[src/design/lagr_pkg.sv]
// Shared types and constants for the Lagrange interpolator.
package lagr_pkg;
  localparam int MaxPoints = 16;
  localparam int IdxW = $clog2(MaxPoints);
  localparam int NumW = 5;
  localparam int DataW = 32;
  localparam int ProdW = 64;
  localparam int DenW = 33;

  localparam logic OP_LOAD = 1'b0;
  localparam logic OP_EVAL = 1'b1;

  typedef struct packed {
    logic clear;
    logic load_i;
    logic load_j;
    logic mul_start;
    logic div_start;
    logic term_done;
    logic sum_done;
    logic dup_set;
  } lagr_cmd_t;

  typedef struct packed {
    logic div_done;
    logic x_equal;
  } lagr_sts_t;
endpackage

[src/design/lagr_ctrl.sv]
// Controller: sequences duplicate scan, then the term product and sum loops.
module lagr_ctrl (
  input  logic                      clk,
  input  logic                      rst,
  input  logic                      go,
  input  logic [lagr_pkg::NumW-1:0] num_points,
  input  lagr_pkg::lagr_sts_t       sts,
  output lagr_pkg::lagr_cmd_t       cmd,
  output logic [lagr_pkg::IdxW-1:0] raddr,
  output logic                      busy,
  output logic                      finish,
  output logic                      dup
);
  import lagr_pkg::*;

  localparam logic [3:0] S_IDLE = 4'd0;
  localparam logic [3:0] S_DRI = 4'd1;
  localparam logic [3:0] S_DLI = 4'd2;
  localparam logic [3:0] S_DRJ = 4'd3;
  localparam logic [3:0] S_DLJ = 4'd4;
  localparam logic [3:0] S_DCMP = 4'd5;
  localparam logic [3:0] S_RI = 4'd6;
  localparam logic [3:0] S_LI = 4'd7;
  localparam logic [3:0] S_RJ = 4'd8;
  localparam logic [3:0] S_LJ = 4'd9;
  localparam logic [3:0] S_MUL = 4'd10;
  localparam logic [3:0] S_DIV = 4'd11;
  localparam logic [3:0] S_WAIT = 4'd12;
  localparam logic [3:0] S_SUM = 4'd13;
  localparam logic [3:0] S_DONE = 4'd14;

  logic [3:0] state;
  logic [3:0] state_next;
  logic [NumW-1:0] n;
  logic [NumW-1:0] i;
  logic [NumW-1:0] j;
  logic [NumW-1:0] ni;

  assign ni = (num_points > NumW'(MaxPoints)) ? NumW'(MaxPoints) : num_points;

  always_comb begin
    cmd = '0;
    raddr = '0;
    state_next = state;
    unique case (state)
      S_IDLE: begin
        if (go) begin
          state_next = (ni == '0) ? S_DONE : S_DRI;
          cmd.clear = 1'b1;
        end
      end
      S_DRI: begin
        raddr = i[IdxW-1:0];
        state_next = S_DLI;
      end
      S_DLI: begin
        cmd.load_i = 1'b1;
        state_next = (j >= n) ? S_RI : S_DRJ;
      end
      S_DRJ: begin
        raddr = j[IdxW-1:0];
        state_next = S_DLJ;
      end
      S_DLJ: begin
        cmd.load_j = 1'b1;
        state_next = S_DCMP;
      end
      S_DCMP: begin
        if (sts.x_equal) begin
          cmd.dup_set = 1'b1;
          state_next = S_DONE;
        end else if (j + 1'b1 < n) begin
          state_next = S_DRJ;
        end else begin
          state_next = S_DRI;
        end
      end
      S_RI: begin
        raddr = i[IdxW-1:0];
        state_next = S_LI;
      end
      S_LI: begin
        cmd.load_i = 1'b1;
        state_next = S_RJ;
      end
      S_RJ: begin
        raddr = j[IdxW-1:0];
        if (j >= n) begin
          state_next = S_SUM;
        end else if (j == i) begin
          state_next = S_RJ;
        end else begin
          state_next = S_LJ;
        end
      end
      S_LJ: begin
        cmd.load_j = 1'b1;
        state_next = S_MUL;
      end
      S_MUL: begin
        cmd.mul_start = 1'b1;
        state_next = S_DIV;
      end
      S_DIV: begin
        cmd.div_start = 1'b1;
        state_next = S_WAIT;
      end
      S_WAIT: begin
        if (sts.div_done) begin
          cmd.term_done = 1'b1;
          state_next = S_RJ;
        end
      end
      S_SUM: begin
        cmd.sum_done = 1'b1;
        state_next = (i + 1'b1 >= n) ? S_DONE : S_RI;
      end
      S_DONE: begin
        state_next = S_IDLE;
      end
      default: begin
        state_next = S_IDLE;
      end
    endcase
  end

  always_ff @(posedge clk) begin
    if (rst) begin
      state <= S_IDLE;
      dup <= 1'b0;
      i <= '0;
      j <= '0;
      n <= '0;
    end else begin
      state <= state_next;
      unique case (state)
        S_IDLE: begin
          n <= ni;
          i <= '0;
          j <= NumW'(1);
          dup <= 1'b0;
        end
        S_DLI: begin
          if (j >= n) begin
            i <= '0;
            j <= '0;
          end
        end
        S_DCMP: begin
          if (sts.x_equal) begin
            dup <= 1'b1;
          end else if (j + 1'b1 < n) begin
            j <= j + 1'b1;
          end else begin
            i <= i + 1'b1;
            j <= i + NumW'(2);
          end
        end
        S_RJ: begin
          if (j == i) begin
            j <= j + 1'b1;
          end
        end
        S_WAIT: begin
          if (sts.div_done) begin
            j <= j + 1'b1;
          end
        end
        S_SUM: begin
          i <= i + 1'b1;
          j <= '0;
        end
        default: begin
        end
      endcase
    end
  end

  assign busy = (state != S_IDLE);
  assign finish = (state == S_DONE);

  assert property (@(posedge clk) disable iff (rst) finish |=> !busy)
    else $error("finish not followed by idle");
  assert property (@(posedge clk) disable iff (rst) cmd.div_start |=> state == S_WAIT)
    else $error("divider start without wait");
  assert property (@(posedge clk) disable iff (rst) (busy && state != S_DONE) |-> n != '0)
    else $error("evaluation with no points");
endmodule

[config.mk]
export PLATFORM = sky130hd
export DESIGN_NAME = lagr_ctrl
export DESIGN_NICKNAME = d
export VERILOG_FILES = /design/src/design/lagr_pkg.sv /design/src/design/lagr_ctrl.sv
export SDC_FILE = /design/constraint.sdc
export NUM_CORES = 1
export LEC_CHECK = 0
export ABC_AREA = 1
export BUFFER_PORTS_ARGS = -buffer_cell sky130_fd_sc_hd__buf_2
export CORE_UTILIZATION = 45
export DETAILED_ROUTE_END_ITERATION = 12
export PLACE_DENSITY = 0.65
export SYNTH_ARGS = -nofsm -noshare
export SYNTH_HDL_FRONTEND = slang
export SYNTH_SLANG_ARGS = --single-unit
[constraint.sdc]
create_clock -name clk -period 4.8 [get_ports clk]
set_clock_uncertainty 0.05 [all_clocks]
set_input_delay 0.72 -clock clk [delete_from_list [all_inputs] [get_ports clk]]
set_output_delay 0.72 -clock clk [all_outputs]
set_load 0.01 [all_outputs]
# ---- After elaboration in Yosys (flattened, before gate mapping)
# Cells that the tools add are included.
dict set report word_totals {
  regBits 20
  inputBits 10
  output_inout_bits 15
  elab_cells 82
}
dict set report op_classes {
  addsub 3
  n_lt_le_gt_ge 4
  n_eq_ne 22
  n_mux 34
  n_reduce_logical 14
}
# operator n
set op_table {}
lappend op_table {{4-bit one-hot mux with 14 select lines} 1}
lappend op_table {{5-bit 2-to-1 mux} 8}
lappend op_table {{5-bit one-hot mux with 6 select lines} 1}
lappend op_table {{4-bit == test, second input constant} 7}
lappend op_table {{4-bit 2-to-1 mux} 6}
lappend op_table {{5-bit one-hot mux with 4 select lines} 1}
lappend op_table {{4-bit by 3-bit == test with 1-bit output, second input constant} 4}
lappend op_table {{2-bit != test, second input constant} 7}
lappend op_table {{1-bit 2-to-1 mux} 13}
lappend op_table {{5-bit by 1-bit adder with 5-bit output, second input constant} 2}
lappend op_table {{5-bit >= comparator} 2}
lappend op_table {{4-bit by 2-bit == test with 1-bit output, second input constant} 2}
lappend op_table {{4-bit one-hot mux with 2 select lines} 1}
lappend op_table {{4-bit nonzero test} 2}
lappend op_table {{2-bit OR reduction} 4}
lappend op_table {{6-bit nonzero test} 1}
lappend op_table {{5-bit by 2-bit adder with 5-bit output, second input constant} 1}
lappend op_table {{5-bit == test} 1}
lappend op_table {{5-bit > comparator, second input constant} 1}
lappend op_table {{5-bit zero test} 1}
lappend op_table {{5-bit < comparator} 1}
lappend op_table {{5-bit AND reduction} 1}
lappend op_table {{4-bit by 1-bit == test with 1-bit output, second input constant} 1}
lappend op_table {{4-bit zero test} 1}
lappend op_table {{6 further kinds} 7}

# ---- Longest topological paths before layout
dict set report logic_depth {
  word_depth 6
  depth_mapped 13
  depth_no_buf 13
}

# ---- Worst setup path before layout
# No wires, ideal clock.
dict set report synth_timing {
  kind {reg2reg}
  from {register j[0]}
  to {register i[2]}
  setup_time_ns 0.113
  arrival_ns 1.862
  required_time_ns 4.637
  setup_slack_ns 2.775
  path_stages_with_launch 14
  path_buffers 0
  period_less_slack_ns 2.025
  path_cell_list {dfxtp_1 ha_1 nand3_1 xnor2_1 ha_1 nand2_1 nor2_1 nand2_1 nand3_1 nand3_1 nor2_4 nand2_1 nand2_1 nor2_1}
}
dict set report synth_via {
  elab_chain_len 4
  elab_cells_between_ends 6
  cone_classes {add/sub (1); order compare (2); eq/ne (2); reduce/logical (1)}
}
# item line
set synth_rtl {}
lappend synth_rtl {{start: declaration} lagr_ctrl.sv:36} ;# logic [NumW-1:0] j;
lappend synth_rtl {{start signal: assignment} lagr_ctrl.sv:140} ;# j <= NumW'(1);
lappend synth_rtl {{start signal: assignment} lagr_ctrl.sv:153} ;# j <= j + 1'b1;
lappend synth_rtl {{start signal: assignment} lagr_ctrl.sv:156} ;# j <= i + NumW'(2);
lappend synth_rtl {{5-bit by 1-bit adder with 5-bit output} lagr_ctrl.sv:152} ;# end else if (j + 1'b1 < n) begin
lappend synth_rtl {{5-bit < comparator} lagr_ctrl.sv:152}
lappend synth_rtl {{2-bit != test (no source line)} -}
lappend synth_rtl {{4-bit AND reduction (no source line) (*)} -}
lappend synth_rtl {{end signal: assignment} lagr_ctrl.sv:155} ;# i <= i + 1'b1;
lappend synth_rtl {{end signal: assignment} lagr_ctrl.sv:170} ;# i <= i + 1'b1;
lappend synth_rtl {{end: declaration} lagr_ctrl.sv:35} ;# logic [NumW-1:0] i;
# Mark *: on every way between the ends. The rest lies on a longest branch, timed or not.
# A chain may end at the register's enable or synchronous reset.

# ---- Worst setup path in the final report
dict set report layout_timing {
  from {register state[2]}
  to {output raddr[3] in the netlist's numbering}
}
dict set report layout_via {
  elab_chain_len 3
  elab_cells_between_ends 7
  cone_classes {eq/ne (4); mux (1); reduce/logical (2)}
}
# item line
set layout_rtl {}
lappend layout_rtl {{start: declaration} lagr_ctrl.sv:32} ;# logic [3:0] state;
lappend layout_rtl {{start signal: assignment} lagr_ctrl.sv:135} ;# state <= state_next;
lappend layout_rtl {{4-bit == test, or another cell as far along} lagr_ctrl.sv:45} ;# unique case (state)
lappend layout_rtl {{2-bit OR reduction (no source line)} -}
lappend layout_rtl {{4-bit one-hot mux with 2 select lines (*)} lagr_ctrl.sv:45}
lappend layout_rtl {{end: declaration} lagr_ctrl.sv:9} ;# output logic [lagr_pkg::IdxW-1:0] raddr,
# Marked as above.

==> run metrics <==
outcome=completed; post-synth top area cell=dfxtp_1; Starting Density=0.481; Worst Hold Endpoint=dup$_SDFFE_PP0P_; ANT cells=0; P_int=537 uW; Synth Area in Simple Gates=0.410; CTS Buffer Depth=2; critical path type=register to output port; syn_nets=320; adder-cell share of the synthesized area=0.124; Hold Crit Class=register to register; Die Height=65.5 um; Nets=348; largest family of logic cells by synthesized area=simple AND/OR/NAND/NOR gates; post-route ant nets=0; routed len/inst=12.5 um; Final Slew Violations=0; Detailed Place HPWL=3.69 mm; Final Util=0.539; cts hold-fix bufs=0; die area=0.00429 mm^2; Post-CTS Resized=0; CTS tree=done; combinational share of power=0.647; post-layout minimum cycle time=2.41 ns; largest net degree at the start of global routing=14; Initial DRC Count=151; hold path cells=2; switching part of the total=0.533; die width=65.5 um; Worst VDD drop=246 uV; CP startpoint kind=register; Setup Viol. Count Final=0; Post-Synth XOR/XNOR Area=0.0386; area share of the largest cell type after synthesis=0.221; Fin Setup TNS=0 ns; number of global-route vias before repair=1808; R2R cell count=13; PortBufs=24; setup ws final=2.39 ns; core area=0.00377 mm^2; commonest non-fill, non-tap cell in the layout=nand2_1; Seq pwr share=0.254; Global Route Usage Sum=0.249; clock sinks=20; DR pass1 iterations=4; Total Wirelength=4.57 mm; Area contributors post-synth=dfxtp_1 (22%), nand2_1 (17%), ha_1 (12%); Worst-Margin Slew=0.348 ns; P_sw=613 uW; initial antenna violation count=0; gpl congestion=0.892; Worst EP arrival=1.64 ns; worst hold start=dup$_SDFFE_PP0P_; Syn Area/Cell=6.21 um^2; max_slew headroom=0.768; Pleak=0.00112 uW; GRT Residual Overflow=0; CTS root buf=clkbuf_8; FF-to-FF Start=j[0]$_SDFFE_PP0P_; Synth-to-Final Area Change=12.0%; first-pass GRT wire length=8.23 mm; sequential fraction of the synthesis area=0.221; Power Density=566 mW/mm^2; fmax=416 MHz; vias=1845; drc violations=0; pre-CTS setup slack=2.48 ns; multiplexer area fraction after synthesis=0; clock group share of total power=0.099; total CTS buffers=3; Compound-Gate Fraction of Synth Area=0.112; reg2reg setup slack=2.45 ns; layout cells sized above 1=0.148; setup repair bufs after CTS=0; row count=22; Post-Syn Area=0.00181 mm^2; CP max FO=6; yosys warns=0; Ports=25; Post-Syn Instances=292; H-tree Lvls=1; most frequent cells in the layout=nand2_1 (81), inv_1 (42), nor2_1 (36); Worst EP required=4.03 ns; Max Cap Viol=0; RSZ-0062 raised after global routing=false; #FFs+latches synth=20; Worst-Skew Late Latency=0.26 ns; Worst-path clk slew=0.07 ns; r2r endpoint=i[0]$_SDFFE_PP0P_; Hold Fails Final Rpt=0; Cell variety after synth=24; DR vias/cell=5.04; kind of end point of the critical path=output port; Final Cycle Share=0.501
==> registers in the layout, indices dropped and copies added (netlist names) <==
| name | count |
|---|---|
| n | 5 |
| i | 5 |
| j | 5 |
| dup | 1 |
| state | 4 |
==> worst max-delay path by stage <==
stage	start	end	cells after the start
after floorplan	j[0]$_SDFFE_PP0P_	i[2]$_SDFFE_PP0P_	13
after global placement	j[0]$_SDFFE_PP0P_	i[3]$_SDFFE_PP0P_	13
after detailed placement	j[0]$_SDFFE_PP0P_	i[0]$_SDFFE_PP0P_	13
after CTS	state[2]$_SDFFE_PP0P_	raddr[3]	6
after global routing	state[2]$_SDFFE_PP0P_	raddr[3]	6
final	state[2]$_SDFFE_PP0P_	raddr[3]	6
==> cell usage after synthesis <==
master and count:
nor2_4 4, o21ai_0 8, a211oi_1 3, ha_1 18, xnor2_1 2, xor2_1 6, nor2_1 36, nand3_1 24
nand2_4 3, o21ai_2 1, nor3b_1 1, nand4_1 2, clkbuf_1 1, nand4_2 1, nor3_1 3, nand2_2 3
nand2_1 81, nor2_2 3, inv_1 42, dfxtp_1 20, nand3_2 2, a21oi_1 20, o22ai_1 5, inv_2 3
==> critical path, stage by stage (launching register included) <==
cell and delay, ns:
dfxtp_1 0.44, inv_1 0.08, nand2_1 0.15, inv_1 0.08, a21oi_1 0.32, o22ai_1 0.14
buf_2 0.16
==> power groups by stage <==
| stage | logic (uW) | clock network [uW] | registers (uW) |
|---|---|---|---|
| global placement | 741 | 0 | 296 |
| CTS | 747 | 118 | 292 |
| floorplan | 576 | 0 | 276 |
| finish | 744 | 114 | 292 |
| detailed placement | 742 | 0 | 296 |
| global route | 876 | 125 | 302 |
==> through the flow <==
stage / hold WS, ns / power (uW) / std cells / instance area [um^2]
detailed placement: 0.403 / 1040 / 363 / 1990
global route: 0.437 / 1300 / 366 / 2030
CTS: 0.421 / 1160 / 366 / 2030
global placement: 0.400 / 1040 / 363 / 1990
finish: 0.418 / 1150 / 366 / 2030
floorplan: 0.395 / 852 / 292 / 1810
==> cell families after synthesis <==
family                     after synthesis
DFF                                     20
and+or+nand+nor                        163
xor gates and xnor gates                 8
buffers and inverters                   46
adders and majority gates               18
AOI/OAI and AO/OA                       37
==> cell type report <==
class,instances,area (um^2)
Clock buffer,3,41.3
Fill cell,400,1740
Inverter,45,169
Multi-Input combinational cell,226,1240
Sequential cell,20,400
Tap cell,48,60.1
Timing Repair Buffer,24,120
==> per-layer routing <==
| metal | global-route usage | vias to the layer above | routed length [um] |
|---|---|---|---|
| met4 | 0.0707 | 0 | 82 |
| met2 | 0.427 | 33 | 2090 |
| met5 | 0 | - | 0 |
| li1 | - | 993 | - |
| met1 | 0.316 | 811 | 2280 |
| met3 | 0.0434 | 8 | 125 |
(Power assumes the default switching activity.)
