$ cat src/design/lagr_pkg.sv
// Shared types and constants for the Lagrange interpolator.
package lagr_pkg;
  localparam int MaxPoints = 16;
  localparam int IdxW = $clog2(MaxPoints);
  localparam int NumW = 5;
  localparam int DataW = 32;
  localparam int ProdW = 64;
  localparam int DenW = 33;

  localparam logic OP_LOAD = 1'b0;
  localparam logic OP_EVAL = 1'b1;

  typedef struct packed {
    logic clear;
    logic load_i;
    logic load_j;
    logic mul_start;
    logic div_start;
    logic term_done;
    logic sum_done;
    logic dup_set;
  } lagr_cmd_t;

  typedef struct packed {
    logic div_done;
    logic x_equal;
  } lagr_sts_t;
endpackage

$ cat src/design/lagr_ram.sv
// Generic single-write, single-read RAM with registered read data.
module lagr_ram #(
  parameter int Width = 32,
  parameter int Depth = 16
) (
  input  logic                     clk,
  input  logic                     we,
  input  logic [$clog2(Depth)-1:0] waddr,
  input  logic [Width-1:0]         wdata,
  input  logic [$clog2(Depth)-1:0] raddr,
  output logic [Width-1:0]         rdata
);
  logic [Width-1:0] mem [Depth];

  always_ff @(posedge clk) begin
    if (we) begin
      mem[waddr] <= wdata;
    end
    rdata <= mem[raddr];
  end
endmodule

$ cat src/design/lagr_div.sv
// Radix-2 restoring signed divider, 64 by 33 bits, truncating toward zero.
module lagr_div (
  input  logic                              clk,
  input  logic                              rst,
  input  logic                              start,
  input  logic signed [lagr_pkg::ProdW-1:0] dividend,
  input  logic signed [lagr_pkg::DenW-1:0]  divisor,
  output logic                              done,
  output logic signed [lagr_pkg::ProdW-1:0] quotient
);
  import lagr_pkg::*;

  logic [ProdW-1:0] num;
  logic [ProdW-1:0] quo;
  logic [DenW-1:0] den;
  logic [DenW:0] rem;
  logic [6:0] cnt;
  logic neg;
  logic busy;
  logic [DenW:0] shifted;
  logic [DenW:0] diff;

  assign shifted = {rem[DenW-1:0], num[ProdW-1]};
  assign diff = shifted - {1'b0, den};

  always_ff @(posedge clk) begin
    if (rst) begin
      busy <= 1'b0;
      done <= 1'b0;
    end else begin
      done <= 1'b0;
      if (start) begin
        busy <= 1'b1;
        cnt <= 7'(ProdW);
        num <= dividend[ProdW-1] ? ProdW'(-dividend) : dividend;
        den <= divisor[DenW-1] ? DenW'(-divisor) : divisor;
        neg <= dividend[ProdW-1] ^ divisor[DenW-1];
        rem <= '0;
        quo <= '0;
      end else if (busy) begin
        num <= {num[ProdW-2:0], 1'b0};
        if (!diff[DenW]) begin
          rem <= diff;
          quo <= {quo[ProdW-2:0], 1'b1};
        end else begin
          rem <= shifted;
          quo <= {quo[ProdW-2:0], 1'b0};
        end
        cnt <= cnt - 7'd1;
        if (cnt == 7'd1) begin
          busy <= 1'b0;
          done <= 1'b1;
        end
      end
    end
  end

  assign quotient = neg ? ProdW'(-quo) : quo;
endmodule

$ cat src/design/lagr_datapath.sv
// Datapath: point stores, multiplier, shared divider, term and sum registers.
module lagr_datapath (
  input  logic                              clk,
  input  logic                              rst,
  input  logic                              load_we,
  input  logic [lagr_pkg::IdxW-1:0]         load_idx,
  input  logic signed [lagr_pkg::DataW-1:0] load_x,
  input  logic signed [lagr_pkg::DataW-1:0] load_y,
  input  logic signed [lagr_pkg::DataW-1:0] query,
  input  logic [lagr_pkg::IdxW-1:0]         raddr,
  input  lagr_pkg::lagr_cmd_t               cmd,
  output lagr_pkg::lagr_sts_t               sts,
  output logic signed [lagr_pkg::DataW-1:0] sum,
  output logic                              ovf
);
  import lagr_pkg::*;

  localparam logic signed [ProdW-1:0] SMax = ProdW'(64'sd2147483647);
  localparam logic signed [ProdW-1:0] SMin = -ProdW'(64'sd2147483648);

  logic signed [DataW-1:0] xr;
  logic signed [DataW-1:0] yr;
  logic signed [DataW-1:0] xi;
  logic signed [DataW-1:0] xj;
  logic signed [DataW-1:0] term;
  logic signed [DenW-1:0] qdiff;
  logic signed [ProdW-1:0] prod;
  logic signed [ProdW-1:0] quo;
  logic signed [ProdW-1:0] total;
  logic div_done;

  lagr_ram #(.Width(DataW), .Depth(MaxPoints)) u_xram (
    .clk(clk), .we(load_we), .waddr(load_idx), .wdata(load_x), .raddr(raddr), .rdata(xr)
  );
  lagr_ram #(.Width(DataW), .Depth(MaxPoints)) u_yram (
    .clk(clk), .we(load_we), .waddr(load_idx), .wdata(load_y), .raddr(raddr), .rdata(yr)
  );

  lagr_div u_div (
    .clk(clk), .rst(rst), .start(cmd.div_start),
    .dividend(prod), .divisor(DenW'(xi) - DenW'(xj)),
    .done(div_done), .quotient(quo)
  );

  assign total = ProdW'(sum) + ProdW'(term);
  assign qdiff = DenW'(query) - DenW'(xj);

  always_ff @(posedge clk) begin
    if (rst) begin
      ovf <= 1'b0;
      sum <= '0;
    end else begin
      if (cmd.load_i) begin
        xi <= xr;
        term <= yr;
      end
      if (cmd.load_j) begin
        xj <= xr;
      end
      if (cmd.mul_start) begin
        prod <= ProdW'(term) * ProdW'(qdiff);
      end
      if (cmd.term_done) begin
        if (quo > SMax) begin
          term <= SMax[DataW-1:0];
          ovf <= 1'b1;
        end else if (quo < SMin) begin
          term <= SMin[DataW-1:0];
          ovf <= 1'b1;
        end else begin
          term <= quo[DataW-1:0];
        end
      end
      if (cmd.sum_done) begin
        if (total > SMax) begin
          sum <= SMax[DataW-1:0];
          ovf <= 1'b1;
        end else if (total < SMin) begin
          sum <= SMin[DataW-1:0];
          ovf <= 1'b1;
        end else begin
          sum <= total[DataW-1:0];
        end
      end
      if (cmd.clear || cmd.dup_set) begin
        sum <= '0;
        ovf <= 1'b0;
      end
    end
  end

  assign sts.div_done = div_done;
  assign sts.x_equal = (xi == xj);
endmodule

$ cat config.mk
export PLATFORM = sky130hd
export DESIGN_NAME = lagr_datapath
export DESIGN_NICKNAME = d
export VERILOG_FILES = /design/src/design/lagr_pkg.sv /design/src/design/lagr_ram.sv /design/src/design/lagr_div.sv /design/src/design/lagr_datapath.sv
export SDC_FILE = /design/constraint.sdc
export NUM_CORES = 2
export LEC_CHECK = 0
export BUFFER_PORTS_ARGS = -buffer_cell sky130_fd_sc_hd__buf_2
export CORE_MARGIN = 2
export CORE_UTILIZATION = 50
export DETAILED_ROUTE_END_ITERATION = 6
export PLACE_DENSITY = 0.72
export SLEW_MARGIN = 20
export SYNTH_ARGS = -nofsm -noshare
export SYNTH_HDL_FRONTEND = slang
export SYNTH_HIERARCHICAL = 1
export SYNTH_SLANG_ARGS = --single-unit
export TNS_END_PERCENT = 5
$ cat constraint.sdc
create_clock -name clk -period 13.7 [get_ports clk]
set_clock_uncertainty 0.15 [all_clocks]
set_input_delay 0.685 -clock clk [delete_from_list [all_inputs] [get_ports clk]]
set_output_delay 0.685 -clock clk [all_outputs]
set_load 0.05 [all_outputs]
* Yosys cells after proc, flatten, opt, wreduce, memory -nomap -nowiden
Memories as Yosys holds them, arrays and structs flattened. A register that Yosys moved wholly into a read port is not among the register bits.
Cells that the tools add are included.
** Operators by class
- Add/sub/neg operators :: 8
- Multiply operators :: 1
- Magnitude comparators :: 4
- Equality and inequality tests :: 2
- Mux-type cells :: 28
- Bitwise logic cells :: 3
- Reductions and logical operators :: 11
** Operator list (number)
- 64-bit two-way mux :: 5
- 32-bit two-way mux :: 7
- 64-bit negator :: 2
- 33-bit two-way mux :: 2
- 32-bit by 32-bit subtractor with 33-bit output :: 2
- 64-bit by 32-bit > comparator with 1-bit output (second input constant) :: 1
- 64-bit by 32-bit less-than comparator with 1-bit output (second input constant) :: 1
- 32-bit by 33-bit multiplier with 64-bit output :: 1
- 34-bit by 33-bit subtractor with 34-bit output :: 1
- 32-bit by 32-bit adder with 33-bit output :: 1
- 33-bit by 32-bit > comparator with 1-bit output (second input constant) :: 1
- 33-bit by 32-bit less-than comparator with 1-bit output (second input constant) :: 1
- 33-bit negator :: 1
- 32-bit equality test :: 1
- 1-bit two-way mux :: 13
- 2-bit AND reduction :: 6
- 7-bit by 1-bit equality test with 1-bit output (second input constant) :: 1
- 7-bit two-way mux :: 1
- 7-bit by 1-bit subtractor with 7-bit output (second input constant) :: 1
- 2-bit nonzero test :: 2
- 3-bit OR reduction :: 1
- 1-bit inverter :: 2
- 2-bit OR reduction :: 1
- 1-bit logical OR :: 1
- 1-bit XOR :: 1
** Storage, ports and cells
- Register bits after elaboration :: 397
- Memory bits (writable) :: 1024
- Input port bits :: 115
- Output and inout port bits :: 35
- Word-level logic and storage cells :: 74
- Memories kept :: 2
** Memory list
- u_xram.mem :: depth 16, bits a word 32, rd ports 1, clocked after memory_dff 1, write ports 1, RTL line lagr_ram.sv:13 : logic [Width-1:0] mem [Depth];
- u_yram.mem :: depth 16, bits a word 32, rd ports 1, clocked after memory_dff 1, write ports 1, RTL line lagr_ram.sv:13

* Depth between registers and ports, before layout
- Word-level depth :: 9
- Gate-level depth with buffers :: 41
- Gate-level depth less buffers :: 40

* Cells and area by module
Netlist, hierarchy kept.
** By module, submodules not included
- lagr_datapath :: times used 1, cells each 5633, area an instance 51483.1 µm², sequential area each 5465.2 µm²
- lagr_ram (u_yram) :: times used 1, cells each 838, area an instance 19854.0 µm², sequential area each 16015.4 µm²
- lagr_ram (u_xram) :: times used 1, cells each 838, area an instance 19835.3 µm², sequential area each 16015.4 µm²
- lagr_div :: times used 1, cells each 1309, area an instance 12922.4 µm², sequential area each 6105.9 µm²

* Worst setup path before layout
No wires, ideal clock.
- Kind :: in2reg
- Start :: input query[0] (netlist bit)
- End :: register prod[63], data pin
- Setup time :: 0.260 ns
- Arrival :: 10.196 ns
- Data required time :: 13.290 ns
- Setup slack :: 3.095 ns
- Stages :: 37
- Buffers on the path :: 2
- Path through :: inv_1 > ha_1 > fa_1 > nor2b_1 > o31ai_4 > a2111oi_2 > a211oi_2 > o21ba_1 > nor3_1 > o31a_1 > o31ai_4 > buf_2 > buf_4 > nand2_1 > fa_1 > inv_1 > fa_1 > fa_1 > inv_1 > fa_1 > inv_1 > fa_1 > fa_1 > fa_1 > inv_1 > fa_1 > inv_1 > ha_1 > a21o_1 > a21oi_1 > o21ai_0 > a21oi_1 > o211a_1 > o41ai_2 > a211oi_1 > xnor2_1 > xnor2_1
** Between the ends
- Word-level cells in the longest chain between the ends :: 2
** RTL lines
- start, declared :: RTL line lagr_datapath.sv:9 : input logic signed [lagr_pkg::DataW-1:0] query,
- 32-bit by 32-bit subtractor with 33-bit output :: RTL line lagr_datapath.sv:46 : assign qdiff = DenW'(query) - DenW'(xj);
- 32-bit by 33-bit multiplier with 64-bit output :: RTL line lagr_datapath.sv:61 : prod <= ProdW'(term) * ProdW'(qdiff);
- end signal, assigned :: RTL line lagr_datapath.sv:61
- end, declared :: RTL line lagr_datapath.sv:27 : logic signed [ProdW-1:0] prod;
Every way passes these cells.
A chain may end at the register's enable or synchronous reset.

* Worst setup path after layout
- Start :: register xj[10]
- End :: register prod[57], data pin
** Between the ends
- Word-level cells in the longest chain between the ends :: 2
** RTL lines
- start, declared :: RTL line lagr_datapath.sv:24 : logic signed [DataW-1:0] xj;
- start signal, assigned :: RTL line lagr_datapath.sv:58 : xj <= xr;
- 32-bit by 32-bit subtractor with 33-bit output :: RTL line lagr_datapath.sv:46
- 32-bit by 33-bit multiplier with 64-bit output :: RTL line lagr_datapath.sv:61
Every way passes these cells.

==> implementation parameters <==
Parameter                              Value

Run status
  Result of the run    complete, no violations

Hold path
  Path category of the worst min-delay check    input port to flop

Synthesis
  Syn Std Cell Area    between 100000 and 150000 um^2
  Total nets after synthesis    between 10000 and 15000
  Cell types with the largest area share after synthesis    sky130_fd_sc_hd__edfxtp_1 (40%), sky130_fd_sc_hd__fa_1 (21%), sky130_fd_sc_hd__mux4_2 (5.5%)
  Proportion of netlist area held by the largest area contributor    0.400
  Yosys Warn Count    6
  Unique masters post-synth    97
  Sequential fraction of the synthesis area    0.419
  FFs w/ async S/R, synth    0
  Top cells by count, synth    sky130_fd_sc_hd__edfxtp_1 (1386), sky130_fd_sc_hd__inv_1 (1233), sky130_fd_sc_hd__fa_1 (1107)
  Average footprint of a synthesized cell    between 10 and 15 um^2
  Post-synthesis cell count    about 8600
  Number of synthesized register bits    between 1000 and 1500
  Cell accounting for the most synthesized area    sky130_fd_sc_hd__edfxtp_1
  Number of enable-type register cells in the synthesized netlist    around 1400
  Most common flop cell mapped by yosys    sky130_fd_sc_hd__edfxtp_1
  Most frequently used cell type in the post-synthesis netlist    sky130_fd_sc_hd__edfxtp_1

STA
  Number of failing setup endpoints in the final timing report    0
  Final Max Slew Viols    0
  F_max    between 80 and 90 MHz
  Slew of the pin with the lowest slew margin    about 1200 ps
  Share of the clock period used by the worst path    0.891
  Final count of hold timing violations    0
  Unrepaired setup endpoints after global routing    false
  Time the worst path needs with I/O delays and setup    12200 ps
  Worst slew margin relative to its limit    0.200
  Worst Hold Slack    about 110 ps
  TNS Setup    0 ps

Critical path
  Delay of the slowest critical-path stage    680 ps
  CP Data Arrival Time    about 13000 ps
  Cell count of the worst reg-to-reg path    33
  CP max FO    20
  Launch point of the worst reg-to-reg path    xj[10]
  Reg2reg setup slack    1500 ps
  Data required time at the worst endpoint    14080 ps
  Bufs and invs on worst path    3
  Worst Setup Start Kind    flop
  CP delay by family, top    adder cells
  Crit Path Class    flop to flop
  Worst reg2reg endpoint    prod[57]
  Standard cell with the maximum stage delay on the critical path    sky130_fd_sc_hd__a21oi_4
  Depth of the critical timing path with buffers and inverters included    33
  Termination of the worst setup path    prod[57]
  Critical Path Sink Type    flop
  Source of the critical timing path    xj[10]
  Most frequent cell on the critical path    sky130_fd_sc_hd__fa_1

Die
  Area of the die    between 200000 and 250000 um^2
  Core ar.    ~210000 um^2
  Initial standard-cell utilization of the core    0.503
  # IOs    150
  DIE HEIGHT    460 um
  Count of standard-cell rows    about 170
  DIE WIDTH    approximately 460 um

Global route
  Global-route wire length before repair    ~430000 um
  Initial antenna violation count    36
  Global-route usage over all layers    0.268
  Met1 usage    0.341
  Met3 capacity usage during global routing    0.0643
  Via count of the first global-routing pass    71600
  Met2 Track Usage GR    0.435
  Total overflow reported by the global router    0
  Largest net degree at the start of global routing    96
  Busiest metal layer after global routing    met2

Routing
  Remaining design rule violation count    0
  Number of optimization iterations in the first detailed-route pass    6
  First-iteration detailed-routing DRC count    between 6000 and 7000
  Via density    approximately 5.9
  Routed length per instance    approximately 24 um
  Number of nets with antenna violations after detailed routing    0
  Wire length reported by the detailed router    280000 um
  Overall via count from detail_route    around 68000

Final layout
  Fraction of layout instances using a drive strength above 1    0.107
  Layout Nets    approximately 10000
  Fill cell instance count of the final layout    around 17000
  Final core area utilization    0.547
  Design area    113000 um^2
  Synthesis-to-finish area growth    8.78%

Clock network
  Clk slew on worst S/H paths    60 ps
  Number of buffers added by the clock tree synthesis step    roughly 150
  Cell at the root of the clock tree    sky130_fd_sc_hd__clkbuf_16
  TritonCTS clock tree    yes
  Cts repair resizes    0
  H-tree lvl count    4
  Buffer depth of the longest clock path    3
  Clock Latency Late Sink    ~800 ps
  Number of hold buffers added after CTS    0
  # Post-CTS Setup Buffers    0
  Sink count of the clock tree    approximately 1500

Placement
  DP Area    around 110000 um^2
  Detailed placer's ending HPWL    184000 um
  # port buffers    around 150
  Placer Congestion    0.950

Flow run
  Maximum Capacitance Violations    0
[how the worst min path moves through the flow]
| stage | startpoint | to | slack, ps | depth (start not counted) |
|---|---|---|---|---|
| after global placement | u_xram/rdata[30] | xi[30] | 260 | 0 |
| after global routing | load_y[18] | u_yram/mem[9][18] | 90 | 1 |
| after floorplan | u_xram/rdata[0] | xi[0] | 250 | 0 |
| after detailed placement | u_xram/rdata[30] | xj[30] | 260 | 0 |
| final | load_y[23] | u_yram/mem[6][23] | 110 | 1 |
| after CTS | load_y[23] | u_yram/mem[6][23] | 50 | 1 |
[final cells by class]
| cell class | instances | area (um^2) | share of cell area |
|---|---|---|---|
| Sequential cell | 1485 | 43600 | 0.385 |
| Antenna cell | 11 | 27.5 | 0.000243 |
| Multi-Input combinational cell | 5436 | 54500 | 0.481 |
| Clock inverter | 86 | 1100 | 0.00969 |
| Inverter | 1233 | 4630 | 0.0409 |
| Clock buffer | 187 | 4020 | 0.0355 |
| Tap cell | 2788 | 3490 | 0.0308 |
| Timing Repair Buffer | 291 | 1850 | 0.0163 |
[metal layers]
metal	wire length (um)	share of wire
met5	281	0.0010
met4	14500	0.052
met1	105000	0.37
met2	133000	0.47
met3	28500	0.10
[cell families after synthesis]
family | after synthesis | synth area share
fa+ha+maj | 1425 | 0.251
compound gates | 1099 | 0.0695
mux | 336 | 0.0635
flops | 1485 | 0.419
xor+xnor | 322 | 0.0271
buf+inv | 1697 | 0.0629
simple gates | 2254 | 0.107
[layout by cell type (no fill, tap or decap), drive strengths merged, types with 27 or more instances in the layout]
| cell type | n |
|---|---|
| or3 | 30 |
| xor2 | 106 |
| a21oi | 352 |
| nor2b | 166 |
| nand2 | 911 |
| o41ai | 27 |
| nand4 | 43 |
| and2 | 383 |
| buf | 291 |
| edfxtp | 1386 |
| mux4 | 256 |
| o21a | 27 |
| dfxtp | 99 |
| xnor2 | 216 |
| mux2 | 33 |
| nor4 | 50 |
| inv | 1241 |
| nor2 | 264 |
| nand3 | 99 |
| o21ai | 191 |
| o31ai | 52 |
| clkinv | 60 |
| a22oi | 128 |
| fa | 1107 |
| o21bai | 35 |
| o211ai | 32 |
| clkbuf | 187 |
| ha | 318 |
| or4 | 33 |
| nand2b | 135 |
| a21o | 97 |
| nor3 | 58 |
| mux2i | 47 |
[registers in the layout (all words and copies together), names as in the netlist, 33 cells and up]
signal      flops
u_div/quo      64
u_div/den      33
u_div/rem      33
u_div/num      64
prod           64
u_yram/mem    512
u_xram/mem    512
[stage by stage]
stage | worst slack [ps] | instances
global route | 1140 | 11500
finish | 1500 | 11500
CTS | 1560 | 11500
detailed placement | 1350 | 11200
floorplan | 3090 | 8618
global placement | 1460 | 11200
[worst reg2reg max path: cells and delay by family, from the launching register on]
| family | cells | cell delay [ps] |
|---|---|---|
| adders and majority gates | 10 | 4970 |
| DFF | 1 | 350 |
| AOI/OAI and AO/OA | 13 | 3840 |
| muxes | 1 | 400 |
| xor gates and xnor gates | 1 | 140 |
| and+or+nand+nor | 5 | 1220 |
| buffers and inverters | 3 | 870 |
Power is not shown: default switching activity piles up to over one toggle a cycle in this logic, so the estimate is an artifact.
